`src/rtl/sarsa_q_table_learner_defines.svh`:
```
// Assertion macros shared by the SARSA Q table learner RTL.
// Needs a clock named clk and an active-low reset named arst_n in the including scope.
`ifndef SARSA_Q_TABLE_LEARNER_DEFINES_SVH
`define SARSA_Q_TABLE_LEARNER_DEFINES_SVH

// Same-cycle implication, checked out of reset.
`define SQTL_ASSERT_NOW(label, cond, prop) \
	label: assert property (@(posedge clk) disable iff (!arst_n) (cond) |-> (prop)) \
		else $error("sqtl: same-cycle check failed");

// Next-cycle implication, checked out of reset.
`define SQTL_ASSERT_NEXT(label, cond, prop) \
	label: assert property (@(posedge clk) disable iff (!arst_n) (cond) |=> (prop)) \
		else $error("sqtl: next-cycle check failed");

`endif

```
`src/rtl/sqtl_pkg.sv`:
```
// Shared constants, codes and controller/datapath handshake types for the
// SARSA Q table learner. No dependencies.
package sqtl_pkg;

	localparam int MAX_STATES  = 1024;
	localparam int MAX_ACTIONS = 16;
	localparam int VALUE_W     = 32;
	localparam int STATE_W     = $clog2(MAX_STATES);
	localparam int ACTION_W    = $clog2(MAX_ACTIONS);
	localparam int ADDR_W      = STATE_W + ACTION_W;
	localparam int DEPTH       = MAX_STATES * MAX_ACTIONS;
	localparam int RAND_W      = 16;
	localparam int REM_CNT_W   = $clog2(RAND_W);
	localparam int CMD_W       = 2;
	localparam int CFG_INDEX_W = 3;
	localparam int CFG_DATA_W  = 17;
	localparam int GAIN_W      = 17;
	localparam int NACT_W      = ACTION_W + 1;
	localparam int NSTATE_W    = STATE_W + 1;

	// command codes
	localparam logic [CMD_W-1:0] CMD_START = 2'd0;
	localparam logic [CMD_W-1:0] CMD_STEP  = 2'd1;
	localparam logic [CMD_W-1:0] CMD_END   = 2'd2;

	// register indexes
	localparam logic [CFG_INDEX_W-1:0] REG_STEP_SIZE   = 3'd0;
	localparam logic [CFG_INDEX_W-1:0] REG_DISCOUNT    = 3'd1;
	localparam logic [CFG_INDEX_W-1:0] REG_EXPLORE_PER = 3'd2;
	localparam logic [CFG_INDEX_W-1:0] REG_ACTIONS     = 3'd3;
	localparam logic [CFG_INDEX_W-1:0] REG_STATES      = 3'd4;
	localparam logic [CFG_INDEX_W-1:0] REG_LEARN_FRZ   = 3'd5;
	localparam logic [CFG_INDEX_W-1:0] REG_EXPLORE_FRZ = 3'd6;

	// register reset values
	localparam logic [GAIN_W-1:0]   Q16_ONE          = 17'h10000;
	localparam logic [GAIN_W-1:0]   STEP_SIZE_RST    = 17'd6554;
	localparam logic [GAIN_W-1:0]   DISCOUNT_RST     = Q16_ONE;
	localparam logic [RAND_W-1:0]   EXPLORE_PER_RST  = 16'd10;
	localparam logic [NACT_W-1:0]   ACTIONS_RST      = NACT_W'(MAX_ACTIONS);
	localparam logic [NSTATE_W-1:0] STATES_RST       = NSTATE_W'(MAX_STATES);

	// where a decoded item goes
	typedef enum logic [1:0] {
		ROUTE_FINISH,
		ROUTE_CHOOSE,
		ROUTE_END
	} route_t;

	typedef struct packed {
		logic clear;
		logic scan_start;
		logic scan_run;
		logic choose;
		logic rd_next;
		logic rd_prev;
		logic take_prev;
		logic mul_g;
		logic calc_t;
		logic calc_d;
		logic mul_a;
		logic calc_v;
		logic finish;
	} ctrl_cmd_t;

	typedef struct packed {
		logic   clear_last;
		route_t route;
		logic   step_open;
		logic   scan_done;
		logic   rem_done;
		logic   out_free;
	} dp_status_t;

endpackage

```
`src/rtl/sqtl_ctrl.sv`:
```
// Controller state machine: sequences the clearing pass, the action scan and the
// read-modify-write update. Depends on sqtl_pkg.
module sqtl_ctrl (
	input  logic                   clk,
	input  logic                   arst_n,
	input  logic                   in_valid,
	output logic                   in_ready,
	input  sqtl_pkg::dp_status_t   stat,
	output sqtl_pkg::ctrl_cmd_t    ctl
);

	typedef enum logic [3:0] {
		ST_CLEAR,
		ST_IDLE,
		ST_DECODE,
		ST_SCAN,
		ST_CHOOSE,
		ST_RD_NEXT,
		ST_RD_PREV,
		ST_WAIT_PREV,
		ST_MUL_G,
		ST_CALC_T,
		ST_CALC_D,
		ST_MUL_A,
		ST_CALC_V,
		ST_FINISH
	} state_t;

	state_t              state_q;
	state_t              state_d;
	sqtl_pkg::ctrl_cmd_t ctl_q;
	logic                in_ready_q;

	function automatic sqtl_pkg::ctrl_cmd_t cmd_for(state_t st);
		sqtl_pkg::ctrl_cmd_t c;
		c = '0;
		case (st)
			ST_CLEAR:     c.clear      = 1'b1;
			ST_DECODE:    c.scan_start = 1'b1;
			ST_SCAN:      c.scan_run   = 1'b1;
			ST_CHOOSE:    c.choose     = 1'b1;
			ST_RD_NEXT:   c.rd_next    = 1'b1;
			ST_RD_PREV:   c.rd_prev    = 1'b1;
			ST_WAIT_PREV: c.take_prev  = 1'b1;
			ST_MUL_G:     c.mul_g      = 1'b1;
			ST_CALC_T:    c.calc_t     = 1'b1;
			ST_CALC_D:    c.calc_d     = 1'b1;
			ST_MUL_A:     c.mul_a      = 1'b1;
			ST_CALC_V:    c.calc_v     = 1'b1;
			ST_FINISH:    c.finish     = 1'b1;
			default:      c            = '0;
		endcase
		return c;
	endfunction

	always_comb begin
		state_d = state_q;
		case (state_q)
			ST_CLEAR: begin
				if (stat.clear_last) state_d = ST_IDLE;
			end
			ST_IDLE: begin
				if (in_valid) state_d = ST_DECODE;
			end
			ST_DECODE: begin
				case (stat.route)
					sqtl_pkg::ROUTE_CHOOSE: state_d = ST_SCAN;
					sqtl_pkg::ROUTE_END:    state_d = ST_RD_PREV;
					default:                state_d = ST_FINISH;
				endcase
			end
			ST_SCAN: begin
				if (stat.scan_done && stat.rem_done) state_d = ST_CHOOSE;
			end
			ST_CHOOSE: begin
				state_d = stat.step_open ? ST_RD_NEXT : ST_FINISH;
			end
			ST_RD_NEXT:   state_d = ST_RD_PREV;
			ST_RD_PREV:   state_d = ST_WAIT_PREV;
			ST_WAIT_PREV: begin
				// an end has no next-state term to discount
				state_d = (stat.route == sqtl_pkg::ROUTE_END) ? ST_CALC_T : ST_MUL_G;
			end
			ST_MUL_G:     state_d = ST_CALC_T;
			ST_CALC_T:    state_d = ST_CALC_D;
			ST_CALC_D:    state_d = ST_MUL_A;
			ST_MUL_A:     state_d = ST_CALC_V;
			ST_CALC_V:    state_d = ST_FINISH;
			ST_FINISH: begin
				if (stat.out_free) state_d = ST_IDLE;
			end
			default:      state_d = ST_IDLE;
		endcase
	end

	always_ff @(posedge clk or negedge arst_n) begin
		if (!arst_n) begin
			state_q    <= ST_CLEAR;
			ctl_q      <= '{clear: 1'b1, default: 1'b0};
			in_ready_q <= 1'b0;
		end else begin
			state_q    <= state_d;
			ctl_q      <= cmd_for(state_d);
			in_ready_q <= (state_d == ST_IDLE);
		end
	end

	assign ctl      = ctl_q;
	assign in_ready = in_ready_q;

endmodule

```
`config.mk`:
```
export PLATFORM = sky130hd
export DESIGN_NAME = sqtl_ctrl
export DESIGN_NICKNAME = d
export VERILOG_FILES = /design/src/rtl/sarsa_q_table_learner_defines.svh /design/src/rtl/sqtl_pkg.sv /design/src/rtl/sqtl_ctrl.sv
export SDC_FILE = /design/constraint.sdc
export NUM_CORES = 1
export LEC_CHECK = 0
export CAP_MARGIN = 30
export CORE_MARGIN = 2
export CORE_UTILIZATION = 55
export DETAILED_ROUTE_END_ITERATION = 10
export DONT_BUFFER_PORTS = 1
export GPL_ROUTABILITY_DRIVEN = 0
export PLACE_DENSITY = 0.71
export SETUP_SLACK_MARGIN = 0.4
export SLEW_MARGIN = 20
export SYNTH_ARGS = -nofsm -noshare
export SYNTH_HDL_FRONTEND = slang
export SYNTH_SLANG_ARGS = --single-unit
export TNS_END_PERCENT = 5
```
`constraint.sdc`:
```
create_clock -name clk -period 3.9 [get_ports clk]
set_input_delay 0.585 -clock clk [delete_from_list [all_inputs] [get_ports clk]]
set_output_delay 0.585 -clock clk [all_outputs]
set_load 0.02 [all_outputs]
```
==> qor.csv, run 1 <==
metric,value,unit
CTS root buffer,clkbuf_4,
"EDFF count, synth",0,
sequential cell fraction of total power,0.403,
clk slew on worst S/H paths,0.09,ns
# Max-Cap Violations,0,
Initial DRC Count,22,
Slew HR,0.510,
sw frac,0.487,
H-Tree Level Count,1,
Die Y,45.7,um
GRT busiest layer,met1,
post_cts resized,0,
"Hold Violations, Final",0,
share of layout cells above drive strength 1,0.214,
post-CTS setup buffers,0,
RR Endpoint,ctl[5]$_DFF_PN0_,
CP Launch Type,input port,
library cells used by synthesis,38,
via/cell ratio,6.50,
largest area contributor in the netlist,dfrtp_1,
Post-Synthesis Cells,83,
met1 Resource Use GR,0.273,
pin count of the biggest net entering global routing,18,
Buffers & Inverters on Critical Path,1,
TritonRoute pass-1 iters,4,
PwrDens,968,mW/mm^2
r2r worst-path depth,5,
Internal,0.000496,W
worst stage delay on the critical path,0.46,ns
vias in the first global route,574,
register area share after synthesis,0.472,
Critical Path End Type,register,
num ports,24,
Congestion Overflow GR,0,
GR Util met2,0.256,
status,"complete, no violations",
core area,0.00169,sq mm
cell with the most instances after synthesis,dfrtp_1,
Bufs on Longest Clock Path,2,
total power,0.000967,W
Total GRT Usage,0.182,
CTS tree,done,
combinational share of power,0.484,
Yosys reg bits,18,
worst reg2reg setup slack,2.07,ns
Tightest Hold Check Type,input port to async pin,
worst-margin pin slew,0.733,ns
Worst Path Max Fanout,12,
DP Wirelength,1150,um
global-route met3 utilization,0.0675,
via count,657,
cts hold-fix bufs,1,
Yosys top cell area share,0.444,
"Slew Viols, Final",0,
Nets,98,
worst r2r src,state_q[2]$_DFF_PN0_,
NetSw,0.000471,W
Total Routed Length,1680,um
Post-Syn Nets,96,
Synth Flop Type,dfrtp_1,
CTS Buf Count,3,
peak supply drop,0.626,mV
first-pass GRT wire length,2760,um
DIE WIDTH,45.7,um
post-place setup slack,1.75,ns
Port Buffers,0,
Post-Syn Area,957,sq um
final setup violating endpoints,0,
min cycle time layout,1.86,ns
RSZ-0062 raised after global routing,false,
initial antenna violation count,0,
worst skew pair latency,0.29,ns
Achievable Freq,538,MHz
Commonest cells post-synth,"dfrtp_1 (17), inv_1 (6), nand2_1 (4)",
Mean Syn Cell Area,11.5,sq um
synth warn,0,
final setup margin,2.04,ns
fraction of registers with async set/reset,1.00,
number of diodes,0,
DR WL/cell,16.6,um
number of routed nets with antenna violations,0,
synth top area cells,"dfrtp_1 (44%), nor4b_2 (4.7%), ha_1 (3.9%)",
clock power share,0.113,
"Slowest-stage cell, CP",o211a_1,
CP Class,input port to register,
"Cell Chain, Critical Path",inv_1 > ha_1 > nor2b_1 > a311oi_1 > o211a_1 > nor4b_2,
clk sinks,18,
Crit path max-delay family,compound AO/OA/AOI/OAI gates,
critical path arrival,2.06,ns
drt drc,0,
Initial Util,0.567,
Area Overhead vs Synth,4.44,%
Setup TNS,0,ns
skew final,0.00430,ns
Leak,0.446,nW
worst endpoint required time,4.10,ns
num rows,15,
final worst path period share,0.476,
die area,0.00209,sq mm
==> final cells by class <==
cell class,count,area (sq um)
Tap cell,17,21.3
Multi-Input combinational cell,54,449
Inverter,7,31.3
Timing Repair Buffer,1,10.0
Sequential cell,18,452
Clock buffer,4,36.3
Fill cell,135,689
==> cells in the final DEF, fill, tap and decap left out, types with 3 or more instances in the layout <==
cell and count:
inv_1 6, nor2_1 3, dfrtp_1 17, nor2b_1 3
ha_1 3, nand2_1 4, nor4_1 3, nor4b_2 3
nor4b_1 3, clkbuf_4 3
==> worst max-delay path by stage <==
stage	startpoint	end	slack [ns]	cells past startpoint
6_report	stat[4]	ctl[11]$_DFF_PN0_	2.04	6
5_1_grt	state_q[1]$_DFF_PN0_	ctl[8]$_DFF_PN0_	1.95	4
4_1_cts	stat[4]	ctl[11]$_DFF_PN0_	2.04	6
3_5_place_dp	stat[4]	ctl[11]$_DFF_PN0_	1.75	6
3_3_place_gp	stat[4]	ctl[10]$_DFF_PN0_	1.80	6
2_1_floorplan	stat[4]	ctl[5]$_DFF_PN0_	2.00	7
==> cell families (layout without fill, tap and decap cells) <==
group           after synthesis  count (layout)  synth area share
simple gates                 33              33             0.263
compound gates               18              18             0.167
buf+inv                      11              12            0.0588
fa+ha+maj                     3               3            0.0392
flops                        18              18             0.472
==> power groups by stage <==
stage          registers [W]  logic [W]  clock network [W]
2_1_floorplan       0.000347   0.000446                  0
3_5_place_dp        0.000394   0.000458                  0
3_3_place_gp        0.000392   0.000451                  0
5_1_grt             0.000404   0.000507           0.000127
4_1_cts             0.000390   0.000466           0.000114
6_report            0.000390   0.000468           0.000109
==> layer usage <==
| layer | wire, um | part of all wire |
|---|---|---|
| met4 | 0 | 0 |
| met1 | 771 | 0.46 |
| met5 | 0 | 0 |
| met2 | 793 | 0.47 |
| met3 | 111 | 0.066 |
==> stage by stage <==
step                      area (sq um)  hold WS (ns)  utilization  std cells
after global routing              1000         0.100        0.592        101
after detailed placement           953         0.290        0.564         96
after floorplan                    957         0.289            -         83
after CTS                         1000         0.117        0.592        101
after global placement             953         0.290        0.564         96
final                             1000         0.125        0.592        101
==> state kept, by name, indices dropped and copies added (netlist names) <==
signal and cells:
ctl 13, in_ready 1, state_q 4
No activity file was read; power rests on OpenSTA's default activity.
==> run 2, diff against run 1 <==
clock period = 1.8 ns   (was 3.9 ns; I/O delays follow)
==> qor.csv, run 2 (same netlist as run 1, synthesis figures left out) <==
metric,value,unit
status,"complete, no violations",
worst endpoint required time,2.00,ns
CTS tree,done,
final worst path period share,0.940,
final core occ,0.692,
H-Tree Level Count,1,
core area,0.00169,sq mm
clk sinks,18,
die area,0.00209,sq mm
RR Endpoint,ctl[11]$_DFF_PN0_,
worst skew pair latency,0.29,ns
CP Class,register to register,
DR WL/cell,17.5,um
Port Buffers,0,
Initial Util,0.567,
peak supply drop,1.59,mV
share of layout cells above drive strength 1,0.430,
"Cell Chain, Critical Path",or3b_1 > a32oi_1 > o221a_4 > inv_6 > nor4b_4,
Total Routed Length,2050,um
DIE WIDTH,45.7,um
number of routed nets with antenna violations,0,
Nets,114,
"Slew Viols, Final",0,
"commonest non-fill, non-tap cells in the layout","dfrtp_1 (13), buf_4 (13), inv_1 (5), nand2_1 (5), dfrtp_2 (4)",
PwrDens,2260,mW/mm^2
max FFs per register,13,
Total GRT Usage,0.216,
skew final,0.000635,ns
initial antenna violation count,0,
critical path arrival,1.89,ns
Die Y,45.7,um
min cycle time layout,1.69,ns
vias in the first global route,692,
clk slew on worst S/H paths,0.09,ns
combinational share of power,0.623,
"Slowest-stage cell, CP",dfrtp_2,
r2r worst-path depth,5,
Setup TNS,0,ns
Leak,0.518,nW
# Max-Cap Violations,0,
worst-margin pin slew,0.787,ns
Critical Path End Type,register,
first-pass GRT wire length,3210,um
Congestion Overflow GR,0,
DP Wirelength,1260,um
via/cell ratio,6.33,
worst setup path start,state_q[3]$_DFF_PN0_,
Slew HR,0.474,
worst setup path end,ctl[11]$_DFF_PN0_,
Tightest Hold Check Type,input port to register,
num ports,24,
Initial DRC Count,24,
drt drc,0,
Area Overhead vs Synth,22.1,%
worst r2r src,state_q[3]$_DFF_PN0_,
final setup violating endpoints,0,
Worst Path Max Fanout,6,
TritonRoute pass-1 iters,4,
total power,0.00264,W
via count,741,
CTS root buffer,clkbuf_4,
RSZ-0062 raised after global routing,true,
sw frac,0.478,
sequential cell fraction of total power,0.303,
number of diodes,0,
CTS Buf Count,3,
Achievable Freq,591,MHz
CP Launch Type,register,
clock power share,0.074,
Internal,0.00138,W
NetSw,0.00126,W
worst reg2reg setup slack,0.11,ns
worst stage delay on the critical path,0.45,ns
num rows,15,
"Hold Violations, Final",0,
pin count of the biggest net entering global routing,19,
Bufs on Longest Clock Path,2,
==> run 2: power by group through the flow <==
stage                     logic (W)  registers (W)  clock network (W)
after global routing        0.00176       0.000819           0.000219
final                       0.00164       0.000798           0.000196
after CTS                   0.00153       0.000793           0.000203
after floorplan            0.000966       0.000752                  0
after global placement      0.00115       0.000819                  0
after detailed placement    0.00118       0.000823                  0
==> run 2: layout make-up <==
| type | count | area [sq um] |
|---|---|---|
| repair buffers | 16 | 118 |
| clock buffers | 4 | 26.3 |
| well taps | 17 | 21.3 |
| fillers | 130 | 520 |
| multi-input cells | 55 | 515 |
| inverters | 7 | 31.3 |
| flip-flops and latches | 18 | 457 |
==> run 2: critical path: cells and delay by family (launching register included) <==
kind | cells | cell delay (ns)
compound gates | 2 | 0.46
buf+inv | 1 | 0.06
flops | 1 | 0.45
simple gates | 2 | 0.63
==> run 2: what timing repair did <==
| action | in CTS | in global routing |
|---|---|---|
| gates cloned | 1 | 0 |
| setup buffers | 7 | 2 |
| hold endpoints to repair | 18 | 0 |
| gates resized for setup | 14 | 1 |
| pin swaps | 6 | 7 |
| hold buffers | 1 | 0 |
| setup endpoints to repair | 12 | 15 |
==> run 2: through the flow <==
stage	hold slack [ns]	area, sq um	setup WS (ns)	instances
floorplan	-0.0256	960	0.246	83
global placement	-0.0253	1000	0.0731	102
detailed placement	-0.0253	1000	0.0968	102
CTS	0.232	1140	0.174	115
global route	0.264	1170	0.0430	117
finish	0.262	1170	0.108	117
==> run 2: worst min path at each step <==
stage	end	cells after the start	slack (ns)	startpoint
floorplan	ctl[0]$_DFF_PN0_	0	-0.03	arst_n
global placement	ctl[2]$_DFF_PN0_	0	-0.03	arst_n
detailed placement	ctl[2]$_DFF_PN0_	0	-0.03	arst_n
CTS	ctl[9]$_DFF_PN0_	2	0.23	stat[1]
global route	ctl[9]$_DFF_PN0_	2	0.26	stat[1]
finish	ctl[9]$_DFF_PN0_	2	0.26	stat[1]
==> run 2: metal layers <==
metal	track usage	vias up	routed length (um)
met1	0.298	370	873
met3	0.0675	2	144
li1	-	341	-
met5	0	-	0
met2	0.330	28	1020
met4	0.0571	0	11
